File: src/sv/cobs_fd_pkg.sv
// Shared types and constants of the COBS frame decoder.
`timescale 1ns / 1ps

package cobs_fd_pkg;

    // Code byte that opens a full group with no implied zero after it.
    localparam logic [7:0] FULL_CODE = 8'hFF;

    // Depth of the queue between the front and back parts.
    localparam int FIFO_DEPTH = 4;
    localparam int FIFO_AW    = 2;

    typedef enum logic [1:0] {
        ST_OK        = 2'd0,
        ST_ZERO_CODE = 2'd1,
        ST_TRUNCATED = 2'd2,
        ST_CAPACITY  = 2'd3
    } t_status;

    typedef struct packed {
        logic [7:0] data_byte;
        logic       last_in_frame;
    } t_in_item;

    typedef struct packed {
        logic        frame_done;
        logic [7:0]  out_byte;
        t_status     status;
        logic [15:0] frame_length;
    } t_out_item;

    // One classified input byte: an optional data result, then an optional status result.
    typedef struct packed {
        logic        has_data;
        logic [7:0]  data;
        logic        has_status;
        t_status     status;
        logic [15:0] length;
    } t_action;

endpackage

File: src/sv/cobs_fd_front.sv
// Front part: accepts stuffed bytes, tracks group state and classifies each byte.
`timescale 1ns / 1ps

module cobs_fd_front
    import cobs_fd_pkg::*;
#(
    parameter int COUNT_WIDTH = 16
) (
    input  logic        i_clk,
    input  logic        i_rst_n,
    input  logic        i_in_valid,
    output logic        o_in_ready,
    input  t_in_item    i_in_item,
    input  logic        i_cfg_wr_en,
    input  logic [15:0] i_cfg_wr_data,
    input  logic        i_fifo_full,
    output logic        o_push,
    output t_action     o_action
);

    localparam int CMP_W = ((COUNT_WIDTH > 16) ? COUNT_WIDTH : 16) + 1;
    localparam logic [CMP_W-1:0] CNT_MAX =
        {{(CMP_W - COUNT_WIDTH){1'b0}}, {COUNT_WIDTH{1'b1}}};

    logic [15:0]            r_capacity;
    logic [7:0]             r_group_left, n_group_left;
    logic                   r_prev_full,  n_prev_full;
    logic                   r_at_start,   n_at_start;
    logic [COUNT_WIDTH-1:0] r_count,      n_count;
    t_status                r_error,      n_error;

    logic [CMP_W-1:0] cap_ext;
    logic [CMP_W-1:0] cap_lim;
    logic [CMP_W-1:0] v_cnt;
    logic [CMP_W-1:0] need;
    logic             accept;
    t_action          act;

    assign o_in_ready = !i_fifo_full;
    assign accept     = i_in_valid && o_in_ready;
    assign cap_ext    = CMP_W'(r_capacity);
    assign cap_lim    = (cap_ext < CNT_MAX) ? cap_ext : CNT_MAX;
    assign need       = CMP_W'(i_in_item.data_byte) - CMP_W'(1);

    always_comb begin
        n_group_left   = r_group_left;
        n_prev_full    = r_prev_full;
        n_at_start     = r_at_start;
        n_error        = r_error;
        v_cnt          = CMP_W'(r_count);
        act            = '0;
        act.status     = ST_OK;

        if (r_error == ST_OK) begin
            if (r_group_left == 8'd0) begin
                // Code byte: close the previous group with its implied zero.
                if (!r_at_start && !r_prev_full) begin
                    if (v_cnt >= cap_lim) begin
                        n_error = ST_CAPACITY;
                    end else begin
                        act.has_data = 1'b1;
                        act.data     = 8'd0;
                        v_cnt        = v_cnt + CMP_W'(1);
                    end
                end
                if (n_error == ST_OK) begin
                    if (i_in_item.data_byte == 8'd0) begin
                        n_error = ST_ZERO_CODE;
                    end else if (v_cnt > cap_lim || need > cap_lim - v_cnt) begin
                        n_error = ST_CAPACITY;
                    end else begin
                        n_group_left = i_in_item.data_byte - 8'd1;
                        n_prev_full  = (i_in_item.data_byte == FULL_CODE);
                    end
                end
                n_at_start = 1'b0;
            end else begin
                // Data byte: room was reserved when the group opened.
                act.has_data = 1'b1;
                act.data     = i_in_item.data_byte;
                v_cnt        = v_cnt + CMP_W'(1);
                n_group_left = r_group_left - 8'd1;
            end
            if (i_in_item.last_in_frame && n_error == ST_OK && n_group_left != 8'd0) begin
                n_error = ST_TRUNCATED;
            end
        end

        n_count = v_cnt[COUNT_WIDTH-1:0];

        if (i_in_item.last_in_frame) begin
            act.has_status = 1'b1;
            act.status     = n_error;
            act.length     = 16'(n_count);
            n_group_left   = 8'd0;
            n_prev_full    = 1'b0;
            n_at_start     = 1'b1;
            n_count        = '0;
            n_error        = ST_OK;
        end
    end

    assign o_push   = accept && (act.has_data || act.has_status);
    assign o_action = act;

    always_ff @(posedge i_clk) begin
        if (!i_rst_n) begin
            r_capacity   <= 16'hFFFF;
            r_group_left <= 8'd0;
            r_prev_full  <= 1'b0;
            r_at_start   <= 1'b1;
            r_count      <= '0;
            r_error      <= ST_OK;
        end else begin
            if (i_cfg_wr_en) begin
                r_capacity <= i_cfg_wr_data;
            end
            if (accept) begin
                r_group_left <= n_group_left;
                r_prev_full  <= n_prev_full;
                r_at_start   <= n_at_start;
                r_count      <= n_count;
                r_error      <= n_error;
            end
        end
    end

endmodule

File: src/sv/cobs_fd_fifo.sv
// Short queue of classified bytes between the front and back parts.
`timescale 1ns / 1ps

module cobs_fd_fifo
    import cobs_fd_pkg::*;
(
    input  logic    i_clk,
    input  logic    i_rst_n,
    input  logic    i_push,
    input  t_action i_action,
    output logic    o_full,
    input  logic    i_pop,
    output logic    o_empty,
    output t_action o_action
);

    t_action              r_mem [FIFO_DEPTH];
    logic [FIFO_AW-1:0]   r_wr_ptr;
    logic [FIFO_AW-1:0]   r_rd_ptr;
    logic [FIFO_AW:0]     r_fill;

    assign o_full   = (r_fill == (FIFO_AW + 1)'(FIFO_DEPTH));
    assign o_empty  = (r_fill == '0);
    assign o_action = r_mem[r_rd_ptr];

    always_ff @(posedge i_clk) begin
        if (i_push) begin
            r_mem[r_wr_ptr] <= i_action;
        end
    end

    always_ff @(posedge i_clk) begin
        if (!i_rst_n) begin
            r_wr_ptr <= '0;
            r_rd_ptr <= '0;
            r_fill   <= '0;
        end else begin
            if (i_push) begin
                r_wr_ptr <= r_wr_ptr + FIFO_AW'(1);
            end
            if (i_pop) begin
                r_rd_ptr <= r_rd_ptr + FIFO_AW'(1);
            end
            case ({i_push, i_pop})
                2'b10:   r_fill <= r_fill + (FIFO_AW + 1)'(1);
                2'b01:   r_fill <= r_fill - (FIFO_AW + 1)'(1);
                default: r_fill <= r_fill;
            endcase
        end
    end

endmodule

File: src/sv/cobs_fd_back.sv
// Back part: expands each classified byte into its results and drives the output register.
`timescale 1ns / 1ps

module cobs_fd_back
    import cobs_fd_pkg::*;
(
    input  logic      i_clk,
    input  logic      i_rst_n,
    input  logic      i_empty,
    input  t_action   i_action,
    output logic      o_pop,
    output logic      o_out_valid,
    input  logic      i_out_ready,
    output t_out_item o_out_item
);

    logic      r_out_valid;
    t_out_item r_out_item;
    logic      r_pend_valid;
    t_status   r_pend_status;
    logic [15:0] r_pend_length;

    logic      slot_free;
    t_out_item data_item;
    t_out_item stat_item;

    assign slot_free = !r_out_valid || i_out_ready;
    // Pop only when no status result from the previous entry is still pending.
    assign o_pop     = slot_free && !r_pend_valid && !i_empty;

    always_comb begin
        data_item              = '0;
        data_item.out_byte     = i_action.data;
        data_item.status       = ST_OK;
        stat_item              = '0;
        stat_item.frame_done   = 1'b1;
        if (r_pend_valid) begin
            stat_item.status       = r_pend_status;
            stat_item.frame_length = r_pend_length;
        end else begin
            stat_item.status       = i_action.status;
            stat_item.frame_length = i_action.length;
        end
    end

    always_ff @(posedge i_clk) begin
        if (slot_free) begin
            if (r_pend_valid) begin
                r_out_item <= stat_item;
            end else if (!i_empty) begin
                r_out_item <= i_action.has_data ? data_item : stat_item;
            end
        end
        if (o_pop) begin
            r_pend_status <= i_action.status;
            r_pend_length <= i_action.length;
        end
    end

    always_ff @(posedge i_clk) begin
        if (!i_rst_n) begin
            r_out_valid  <= 1'b0;
            r_pend_valid <= 1'b0;
        end else if (slot_free) begin
            if (r_pend_valid) begin
                r_out_valid  <= 1'b1;
                r_pend_valid <= 1'b0;
            end else begin
                r_out_valid  <= !i_empty;
                r_pend_valid <= o_pop && i_action.has_data && i_action.has_status;
            end
        end
    end

    assign o_out_valid = r_out_valid;
    assign o_out_item  = r_out_item;

endmodule

File: src/sv/cobs_frame_decoder.sv
// Top level of the streaming COBS frame decoder.
`timescale 1ns / 1ps
// Usage:
//   Input channel (i_in_valid / o_in_ready / i_in_item) carries one stuffed
//   byte per transfer, delimiter already stripped, with last_in_frame set on
//   the final byte of each frame. Output channel (o_out_valid / i_out_ready /
//   o_out_item) carries decoded data bytes (frame_done = 0) and, after the
//   last byte of a frame, one status transfer (frame_done = 1) with the
//   error code and the decoded length.
//   i_cfg_wr_en / i_cfg_wr_data write the output capacity; write it only
//   while the decoder is idle.
// Data path and throughput:
//   An accepted byte passes through the queue and then the output register.
//   Input runs at one byte per cycle while the queue has room; each byte
//   yields up to two results, and the output register moves one per cycle
//   while the receiver is ready. A four-entry queue between the classifier
//   and the output stage absorbs the extra status transfer at a frame end.
// Reset: synchronous, active low; capacity returns to 65535, frame state to
//   start of frame, queue and output empty.
// Stalls: when i_out_ready is low the output holds; the queue fills and then
//   o_in_ready drops until the receiver drains it. Nothing is lost.

module cobs_frame_decoder
    import cobs_fd_pkg::*;
#(
    parameter int COUNT_WIDTH = 16
) (
    input  logic        i_clk,
    input  logic        i_rst_n,
    input  logic        i_in_valid,
    output logic        o_in_ready,
    input  t_in_item    i_in_item,
    output logic        o_out_valid,
    input  logic        i_out_ready,
    output t_out_item   o_out_item,
    input  logic        i_cfg_wr_en,
    input  logic [15:0] i_cfg_wr_data
);

    logic    fifo_full;
    logic    fifo_empty;
    logic    push;
    logic    pop;
    t_action push_action;
    t_action head_action;

    // Classify each byte and track group, count and error state.
    cobs_fd_front #(
        .COUNT_WIDTH (COUNT_WIDTH)
    ) u_front (
        .i_clk         (i_clk),
        .i_rst_n       (i_rst_n),
        .i_in_valid    (i_in_valid),
        .o_in_ready    (o_in_ready),
        .i_in_item     (i_in_item),
        .i_cfg_wr_en   (i_cfg_wr_en),
        .i_cfg_wr_data (i_cfg_wr_data),
        .i_fifo_full   (fifo_full),
        .o_push        (push),
        .o_action      (push_action)
    );

    // Decouple classification from output back pressure.
    cobs_fd_fifo u_fifo (
        .i_clk    (i_clk),
        .i_rst_n  (i_rst_n),
        .i_push   (push),
        .i_action (push_action),
        .o_full   (fifo_full),
        .i_pop    (pop),
        .o_empty  (fifo_empty),
        .o_action (head_action)
    );

    // Expand queued entries into data and status transfers.
    cobs_fd_back u_back (
        .i_clk       (i_clk),
        .i_rst_n     (i_rst_n),
        .i_empty     (fifo_empty),
        .i_action    (head_action),
        .o_pop       (pop),
        .o_out_valid (o_out_valid),
        .i_out_ready (i_out_ready),
        .o_out_item  (o_out_item)
    );

endmodule
File: config.mk
export PLATFORM = sky130hd
export DESIGN_NAME = cobs_frame_decoder
export DESIGN_NICKNAME = d
export VERILOG_FILES = /design/src/sv/cobs_fd_pkg.sv /design/src/sv/cobs_fd_front.sv /design/src/sv/cobs_fd_fifo.sv /design/src/sv/cobs_fd_back.sv /design/src/sv/cobs_frame_decoder.sv
export SDC_FILE = /design/constraint.sdc
export NUM_CORES = 1
export LEC_CHECK = 0
export BUFFER_PORTS_ARGS = -buffer_cell sky130_fd_sc_hd__buf_2
export CORE_UTILIZATION = 39
export DETAILED_ROUTE_END_ITERATION = 10
export GPL_TIMING_DRIVEN = 1
export HOLD_SLACK_MARGIN = 0.03
export PLACE_DENSITY = 0.64
export RECOVER_POWER = 25
export SLEW_MARGIN = 20
export SYNTH_ARGS = -nofsm -noshare
export SYNTH_HDL_FRONTEND = slang
export SYNTH_SLANG_ARGS = --single-unit
File: constraint.sdc
create_clock -name i_clk -period 11.8 [get_ports i_clk]
set_clock_uncertainty 0.2 [all_clocks]
set_input_delay 2.36 -clock i_clk [delete_from_list [all_inputs] [get_ports i_clk]]
set_output_delay 2.36 -clock i_clk [all_outputs]
set_load 0.02 [all_outputs]
==> results of run 1 <==
## worst max-delay path: cells and delay by family, from the launching register on
family	cells	cell delay [ns]
AOI/OAI and AO/OA	14	3.21
xor gates and xnor gates	2	0.40
DFF	1	0.46
adders and majority gates	4	1.11
and+or+nand+nor	7	2.08
buffers and inverters	1	0.06
## synth_stat cells, types with 13 or more instances
cell	n
sky130_fd_sc_hd__o21ai_0	56
sky130_fd_sc_hd__or3_1	13
sky130_fd_sc_hd__dfxtp_1	55
sky130_fd_sc_hd__a21oi_1	39
sky130_fd_sc_hd__nor2_1	63
sky130_fd_sc_hd__inv_1	41
sky130_fd_sc_hd__and2_1	27
sky130_fd_sc_hd__nor3_1	20
sky130_fd_sc_hd__clkbuf_1	57
sky130_fd_sc_hd__nand3_1	16
sky130_fd_sc_hd__and3_1	13
sky130_fd_sc_hd__a21o_1	18
sky130_fd_sc_hd__a21boi_0	19
sky130_fd_sc_hd__xnor2_1	34
sky130_fd_sc_hd__ha_1	56
sky130_fd_sc_hd__xor2_1	16
sky130_fd_sc_hd__o211ai_1	17
sky130_fd_sc_hd__nand2_1	105
sky130_fd_sc_hd__edfxtp_1	157
sky130_fd_sc_hd__mux4_2	27
sky130_fd_sc_hd__nor2b_1	30
## area by class of cell
class,count,share of cell area [%]
clock buffer,32,5.265
clock inverter,12,0.8607
inverter,41,1.245
multi-input combinational,671,39.16
sequential,212,47.08
tap,378,3.827
timing repair buffer,63,2.562
## kinds of logic after synthesis
kind of cell / after synthesis / synth area share (%)
and+or+nand+nor: 328 / 14.74
DFF: 212 / 52.63
AOI/OAI and AO/OA: 198 / 11.79
buffers and inverters: 104 / 3.692
adders and majority gates: 58 / 6.704
xor gates and xnor gates: 51 / 4.111
muxes: 36 / 6.330
## path summary, 6_finish.rpt
path	cells past startpoint	startpoint	to
max reg2reg	28	u_front.r_count[6]	u_fifo.r_mem[1][17]
min reg2reg	2	u_front.r_at_start	u_front.r_at_start
max	28	u_front.r_count[6]	u_fifo.r_mem[1][17]
min	2	u_front.r_at_start	u_front.r_at_start
## sequential cells by signal, indices dropped and copies added (netlist names), named ones only
| name | count |
|---|---|
| u_fifo.r_mem | 112 |
| u_back.o_out_item | 27 |
| u_back.r_pend_length | 16 |
| u_front.r_capacity | 16 |
| u_front.r_count | 16 |
| u_front.r_group_left | 8 |
| u_fifo.r_fill | 3 |
| u_back.r_pend_status | 2 |
| u_fifo.r_rd_ptr | 2 |
| u_fifo.r_wr_ptr | 2 |
| u_front.r_error | 2 |
| u_back.o_out_valid | 1 |
| u_back.r_pend_valid | 1 |
| u_front.r_at_start | 1 |
| u_front.r_prev_full | 1 |
## routing by layer
layer	up-vias	track usage, %	wire length [um]
li1	3640	-	-
met1	3520	23.24	11030
met2	143	25.64	10080
met3	28	2.465	851
met4	0	3.878	396
met5	-	0	0
## power by group
part | switching [W] | internal [W]
sequential | 0.0000870 | 0.00105
clock | 0.000297 | 0.000412
combinational | 0.000459 | 0.000273
## metrics by stage
stage / setup slack [ns] / instance area (um2) / cells / util [%]
after floorplan: 4.656 / 11050 / 987 / -
after global placement: 4.360 / 11610 / 1365 / 41.68
after detailed placement: 4.120 / 11610 / 1365 / 41.68
after CTS: 4.060 / 12370 / 1409 / 44.40
after global routing: 3.354 / 12360 / 1409 / 44.36
final: 4.024 / 12360 / 1409 / 44.36
==> impl_table.tex, run 1 <==
\begin{tabular}{lr}
\hline
Metric & Value \\
\hline
\multicolumn{2}{l}{\textbf{Setup path}} \\
\quad Most frequent cell on the critical path & sky130\_fd\_sc\_hd\_\_ha\_1 \\
\quad Crit path DAT & between 7 and 8 ns \\
\quad R2r setup slk & roughly 4 ns \\
\quad Slowest cell on crit path & sky130\_fd\_sc\_hd\_\_or4\_4 \\
\quad Kind of end point of the critical path & flip-flop \\
\quad Highest cell delay on the worst timing path & between 0.6 and 0.7 ns \\
\quad Largest fanout on the critical path & 17 \\
\quad Worst Setup Start Kind & flip-flop \\
\quad Required time at the endpoint of the critical path & 11.89 ns \\
\quad Critical setup path kind & reg2reg \\
\multicolumn{2}{l}{\textbf{Routing}} \\
\quad Via density & around 5.2 \\
\quad Total via count in the routed design & 7331 \\
\quad Average routed wire per standard cell & between 15 and 20 um \\
\quad Iteration-0 DRC Markers & 496 \\
\quad Length of the first detailed-routing pass in iterations & 5 \\
\quad Remaining routing DRC violations & 0 \\
\quad Sum of routed wire length over all layers & 22360 um \\
\quad Detail Route Antenna Nets & 0 \\
\multicolumn{2}{l}{\textbf{Timing}} \\
\quad Shortest clock period the worst path allows after layout & 7.776 ns \\
\quad Number of pins with negative max-slew slack in the final report & 75 \\
\quad Setup tns final & 0 ns \\
\quad FMAX & 128.6 MHz \\
\quad Tightest hold margin & 0.2818 ns \\
\quad Headroom to the max-slew limit & -29.32\% \\
\quad Setup violators final & 0 \\
\quad Worst Max-Slew Pin Slew & 1.937 ns \\
\quad Final number of hold-violating endpoints & 0 \\
\quad Unrepaired setup endpoints after global routing & no \\
\quad Share of the clock period used by the worst path & 65.90\% \\
\multicolumn{2}{l}{\textbf{Clocking}} \\
\quad Clock Tree Buf Depth & 3 \\
\quad Cts repair resizes & 0 \\
\quad Clock latency of the later-clocked register in the worst-skew pair & $\sim$0.52 ns \\
\quad H-tree levels & 1 \\
\quad Post-CTS Hold Fix Bufs & 0 \\
\quad Number of setup buffers added after CTS & 0 \\
\quad TritonCTS clock tree & built \\
\quad Clock slew at reported path FFs & roughly 0.060 ns \\
\quad Clock root buffer master & sky130\_fd\_sc\_hd\_\_clkbuf\_16 \\
\quad Clock buffer count from CTS & 24 \\
\quad CTS Sinks & 212 \\
\multicolumn{2}{l}{\textbf{Synth}} \\
\quad Number of enable flip-flop cells after synthesis & 157 \\
\quad Synth top area share & 42.67\% \\
\quad Yosys cell types & 62 \\
\quad Synthesized area & roughly 11000 um2 \\
\quad Leading post-synthesis cells by cell area & sky130\_fd\_sc\_hd\_\_edfxtp\_1 (43\%), sky130\_fd\_sc\_hd\_\_dfxtp\_1 (10\%), sky130\_fd\_sc\_hd\_\_ha\_1 (6.3\%), sky130\_fd\_sc\_hd\_\_mux4\_2 (5.5\%), sky130\_fd\_sc\_hd\_\_nand2\_1 (3.6\%) \\
\quad Flip-flop cell with the highest count after synthesis & sky130\_fd\_sc\_hd\_\_edfxtp\_1 \\
\quad Yosys top cell by area & sky130\_fd\_sc\_hd\_\_edfxtp\_1 \\
\quad Register bit total from synthesis & 212 \\
\quad Register area share after synthesis & 52.63\% \\
\quad Avg Inst Size Synth & 11.19 um2 \\
\quad Share of flip-flops with an asynchronous set or reset & 0\% \\
\quad Net count of the mapped netlist & 1075 \\
\quad Number of instances in the synthesized netlist & 987 \\
\quad Yosys warning total & 0 \\
\multicolumn{2}{l}{\textbf{Floorplanning}} \\
\quad Area of the placeable core & 27860 um2 \\
\quad Standard-cell rows & 61 \\
\quad Vertical die dimension & 170.3 um \\
\quad Area of the die & 29010 um2 \\
\quad Initial standard-cell utilization of the core & 39.66\% \\
\quad Horizontal die dimension & 170.3 um \\
\quad Number of ports placed on the die boundary & 59 \\
\multicolumn{2}{l}{\textbf{Pwr}} \\
\quad Total power consumption of the routed design & 0.002578 W \\
\quad Static leakage power & 4.548 nW \\
\quad Power per cell area & around 210 nW/um2 \\
\quad Worst VDD drop & 0.0001107 V \\
\multicolumn{2}{l}{\textbf{Finish}} \\
\quad Most common cell after layout, fill and taps aside & sky130\_fd\_sc\_hd\_\_edfxtp\_1 \\
\quad Multi-input combinational cell area & 4838 um2 \\
\quad N\_diodes & 0 \\
\quad Filler cells & 2578 \\
\quad Top library cells by usage in the layout, fill and taps aside & sky130\_fd\_sc\_hd\_\_edfxtp\_1 (157), sky130\_fd\_sc\_hd\_\_nand2\_1 (105), sky130\_fd\_sc\_hd\_\_nor2\_1 (62) \\
\quad Area growth from synthesis to final layout & 11.83\% \\
\quad Storage element area & 5818 um2 \\
\quad Share of post-route cells with drive strength above 1 & approximately 14\% \\
\quad NumNets Final & between 1k and 1.5k \\
\multicolumn{2}{l}{\textbf{Placed design}} \\
\quad Half-perimeter wire length after placement & 15270 um \\
\quad I/O Buffers & 58 \\
\quad Final estimated routing congestion in global placement & roughly 0.82 \\
\multicolumn{2}{l}{\textbf{GRT}} \\
\quad Number of antenna violations at the first check in global routing & 0 \\
\quad Vias in the first global route & roughly 7.2k \\
\quad Wire length of the first global-routing pass & between 30000 and 40000 um \\
\quad Total global routing track utilization & 16.19\% \\
\quad Pin count of the biggest net entering global routing & 53 \\
\quad Overflow after GRT & 0 \\
\multicolumn{2}{l}{\textbf{Run}} \\
\quad Max-capacitance violation count & 2 \\
\multicolumn{2}{l}{\textbf{Min path}} \\
\quad Min-Delay Path Class & reg2reg \\
\multicolumn{2}{l}{\textbf{Run status}} \\
\quad Violations in the final reports & capacitance limit, slew limit \\
\quad Status & finished with violations \\
\hline
\end{tabular}
No activity file was read; power rests on OpenSTA's default activity.
==> run 2: changes to the inputs <==
ABC_AREA = 1   (was not set)
PLACE_DENSITY = 0.66   (was 0.64)
clock period = 6.65 ns   (was 11.8 ns; I/O delays follow)
==> run 2 against run 1 <==
The run still ends with capacitance limit, slew limit left. Total power grew to 2.7 times the previous value. Synthesized area is 2.0% lower. Largest cell class unchanged. Sequential power is 110% higher. Largest power group is now combinational logic. Register-to-register slack worse by 3.4 ns. Synthesized cell count is 17% higher. Worst hold slack worse by 0.0011 ns.
==> impl_table.tex, run 2 <==
\begin{tabular}{lr}
\hline
Metric & Value \\
\hline
\multicolumn{2}{l}{\textbf{Clocking}} \\
\quad Clock buffer count from CTS & 23 \\
\quad Post-CTS Hold Fix Bufs & 0 \\
\quad Number of setup buffers added after CTS & 0 \\
\quad TritonCTS clock tree & built \\
\quad CTS Sinks & 212 \\
\quad H-tree levels & 1 \\
\quad Clock root buffer master & sky130\_fd\_sc\_hd\_\_clkbuf\_16 \\
\quad Clock Tree Buf Depth & 3 \\
\quad Clock latency of the later-clocked register in the worst-skew pair & between 0.5 and 0.6 ns \\
\quad Clock slew at reported path FFs & 0.06 ns \\
\multicolumn{2}{l}{\textbf{Pwr}} \\
\quad Static leakage power & 4.858 nW \\
\quad Worst VDD drop & between 0.0002 and 0.0003 V \\
\quad Power per cell area & 562.9 nW/um2 \\
\quad Total power consumption of the routed design & 0.006850 W \\
\multicolumn{2}{l}{\textbf{Setup path}} \\
\quad Reg-to-Reg Start & u\_front.r\_capacity[15] \\
\quad Slowest cell on crit path & sky130\_fd\_sc\_hd\_\_or3b\_2 \\
\quad Critical setup path kind & reg2reg \\
\quad Largest fanout on the critical path & 10 \\
\quad Crit path DAT & 6.11 ns \\
\quad Most frequent cell on the critical path & sky130\_fd\_sc\_hd\_\_nand2\_1 \\
\quad Worst Setup Start Kind & flip-flop \\
\quad Worst setup path start & u\_front.r\_capacity[15] \\
\quad Required time at the endpoint of the critical path & between 6 and 7 ns \\
\quad Highest cell delay on the worst timing path & 0.45 ns \\
\quad Kind of end point of the critical path & flip-flop \\
\multicolumn{2}{l}{\textbf{Routing}} \\
\quad Remaining routing DRC violations & 0 \\
\quad Iteration-0 DRC Markers & 452 \\
\quad Total via count in the routed design & 8066 \\
\quad Detail Route Antenna Nets & 0 \\
\quad Average routed wire per standard cell & 14.89 um \\
\quad Length of the first detailed-routing pass in iterations & 5 \\
\quad Via density & approximately 5 \\
\quad Sum of routed wire length over all layers & 23590 um \\
\multicolumn{2}{l}{\textbf{Run status}} \\
\quad Status & finished with violations \\
\quad Violations in the final reports & capacitance limit, slew limit \\
\multicolumn{2}{l}{\textbf{Finish}} \\
\quad Post-layout utilization of the core & 44.90\% \\
\quad Multi-input combinational cell area & 4360 um2 \\
\quad NumNets Final & 1284 \\
\quad Most common cell after layout, fill and taps aside & sky130\_fd\_sc\_hd\_\_nand2\_1 \\
\quad Top library cells by usage in the layout, fill and taps aside & sky130\_fd\_sc\_hd\_\_nand2\_1 (159), sky130\_fd\_sc\_hd\_\_edfxtp\_1 (157), sky130\_fd\_sc\_hd\_\_nor2\_1 (142) \\
\quad Filler cells & between 2k and 3k \\
\quad Register ranked first by flip-flop count & u\_fifo.r\_mem \\
\quad Storage element area & 5816 um2 \\
\quad N\_diodes & 0 \\
\quad Area growth from synthesis to final layout & 12.38\% \\
\quad Flip-flop count of the largest register after layout & 112 \\
\quad Share of post-route cells with drive strength above 1 & a little over a tenth \\
\multicolumn{2}{l}{\textbf{GRT}} \\
\quad Vias in the first global route & 7577 \\
\quad Total global routing track utilization & between 10\% and 20\% \\
\quad Overflow after GRT & 0 \\
\quad Wire length of the first global-routing pass & 38780 um \\
\quad Number of antenna violations at the first check in global routing & 0 \\
\quad Pin count of the biggest net entering global routing & 57 \\
\multicolumn{2}{l}{\textbf{Floorplanning}} \\
\quad Area of the placeable core & 27100 um2 \\
\quad Vertical die dimension & about 170 um \\
\quad Number of ports placed on the die boundary & slightly below 60 \\
\quad Standard-cell rows & 60 \\
\quad Area of the die & 28430 um2 \\
\quad Initial standard-cell utilization of the core & approximately 40\% \\
\quad Horizontal die dimension & between 150 and 200 um \\
\multicolumn{2}{l}{\textbf{Synth}} \\
\quad Yosys top cell by area & sky130\_fd\_sc\_hd\_\_edfxtp\_1 \\
\quad Register bit total from synthesis & 212 \\
\quad Number of instances in the synthesized netlist & 1156 \\
\quad Net count of the mapped netlist & 1244 \\
\quad Most common library cells after synthesis & sky130\_fd\_sc\_hd\_\_nand2\_1 (160), sky130\_fd\_sc\_hd\_\_edfxtp\_1 (157), sky130\_fd\_sc\_hd\_\_nor2\_1 (146), sky130\_fd\_sc\_hd\_\_o21ai\_0 (123), sky130\_fd\_sc\_hd\_\_inv\_1 (112) \\
\quad Flip-flop cell with the highest count after synthesis & sky130\_fd\_sc\_hd\_\_edfxtp\_1 \\
\quad Yosys cell types & 47 \\
\quad Cell with the most instances after synthesis & sky130\_fd\_sc\_hd\_\_nand2\_1 \\
\quad Yosys warning total & 0 \\
\quad Number of enable flip-flop cells after synthesis & roughly 160 \\
\quad Synthesized area & 10830 um2 \\
\quad Register area share after synthesis & 53.71\% \\
\quad Avg Inst Size Synth & 9.367 um2 \\
\quad Leading post-synthesis cells by cell area & sky130\_fd\_sc\_hd\_\_edfxtp\_1 (44\%), sky130\_fd\_sc\_hd\_\_dfxtp\_1 (10\%), sky130\_fd\_sc\_hd\_\_ha\_1 (6.5\%), sky130\_fd\_sc\_hd\_\_o21ai\_0 (5.7\%), sky130\_fd\_sc\_hd\_\_nand2\_1 (5.5\%) \\
\quad Synth top area share & roughly 44\% \\
\quad Share of flip-flops with an asynchronous set or reset & 0\% \\
\multicolumn{2}{l}{\textbf{Placed design}} \\
\quad Final estimated routing congestion in global placement & 0.8586 \\
\quad Half-perimeter wire length after placement & 16600 um \\
\quad I/O Buffers & 58 \\
\multicolumn{2}{l}{\textbf{Timing}} \\
\quad Headroom to the max-slew limit & -55.35\% \\
\quad Setup tns final & 0 ns \\
\quad FMAX & 164.6 MHz \\
\quad Final number of hold-violating endpoints & 0 \\
\quad Shortest clock period the worst path allows after layout & 6.075 ns \\
\quad Worst Max-Slew Pin Slew & 2.330 ns \\
\quad Share of the clock period used by the worst path & 91.35\% \\
\quad Setup violators final & 0 \\
\quad Number of pins with negative max-slew slack in the final report & 125 \\
\multicolumn{2}{l}{\textbf{Min path}} \\
\quad Source of the worst hold timing path & u\_fifo.r\_fill[2] \\
\quad Min-Delay Path Class & reg2reg \\
\multicolumn{2}{l}{\textbf{Run}} \\
\quad Max-capacitance violation count & 3 \\
\hline
\end{tabular}
[run 2: cell types whose count changed after synthesis, sizes merged, moves of 30 or more]
cell   previous run  this run
o21ai            57       124
nor2b            30         0
a21oi            40        80
nand2           105       168
nor2             63       149
inv              41       117
o22ai             0        33
[run 2: stage by stage]
stage | instances | setup slack (ns) | instance area (um2) | hold slack, ns
global placement | 1543 | 0.5773 | 11470 | 0.2577
global route | 1584 | -0.01305 | 12170 | 0.2869
detailed placement | 1543 | 0.4721 | 11470 | 0.2652
floorplan | 1156 | 1.187 | 10830 | 0.2364
finish | 1584 | 0.5750 | 12170 | 0.2807
CTS | 1584 | 0.4413 | 12170 | 0.2721
[run 2: worst max-delay path, delay by kind of cell (launching register included)]
kind / cells / cell delay, ns
and+or+nand+nor: 28 / 2.90
adders and majority gates: 4 / 1.19
AOI/OAI and AO/OA: 3 / 0.46
DFF: 1 / 0.35
xor gates and xnor gates: 2 / 0.35
buffers and inverters: 5 / 0.33
[run 2: cells by family (layout without fill, tap and decap cells)]
group / count (synthesis) / count (layout) / share of synthesized area [%]
AO/OA/AOI/OAI: 270 / 270 / 13.87
AND/OR/NAND/NOR: 405 / 405 / 16.69
adder cells (fa/ha/maj): 58 / 58 / 6.841
flip-flops: 212 / 212 / 53.71
XOR/XNOR: 34 / 34 / 2.750
buffers and inverters: 177 / 233 / 6.147
[run 2: final cells by class]
cell class / instances / share of cell area (%)
Inverter: 123 / 3.815
Timing Repair Buffer: 69 / 2.982
Sequential cell: 212 / 47.79
Tap cell: 372 / 3.825
Multi-Input combinational cell: 767 / 35.84
Clock buffer: 29 / 4.915
Clock inverter: 12 / 0.8329
[run 2: metal layers]
metal	global-route usage, %	share of wire (%)	routed length, um
met1	24.00	48	11290
met2	27.12	45	10530
met3	2.361	5.4	1275
met4	4.190	2.1	503
met5	0	0	0
[run 2: power by group]
part           switching, W  total (W)  internal [W]
clock              0.000521    0.00120      0.000680
combinational       0.00224    0.00329       0.00105
sequential         0.000175    0.00236       0.00218
total               0.00294    0.00685       0.00391
[run 2: final timing paths]
check / endpoint / slack [ns] / depth (start not counted)
setup reg to reg: u_fifo.r_mem[2][17] / 0.57 / 42
hold / removal: u_fifo.r_fill[2] / 0.28 / 2
setup / recovery: u_fifo.r_mem[2][17] / 0.57 / 42
hold reg to reg: u_fifo.r_fill[2] / 0.28 / 2
[run 2: what timing repair did]
action | in CTS | in global routing
setup endpoints to repair | 0 | 4
resized for setup | 0 | 5
endpoints found under the hold margin | 0 | 0
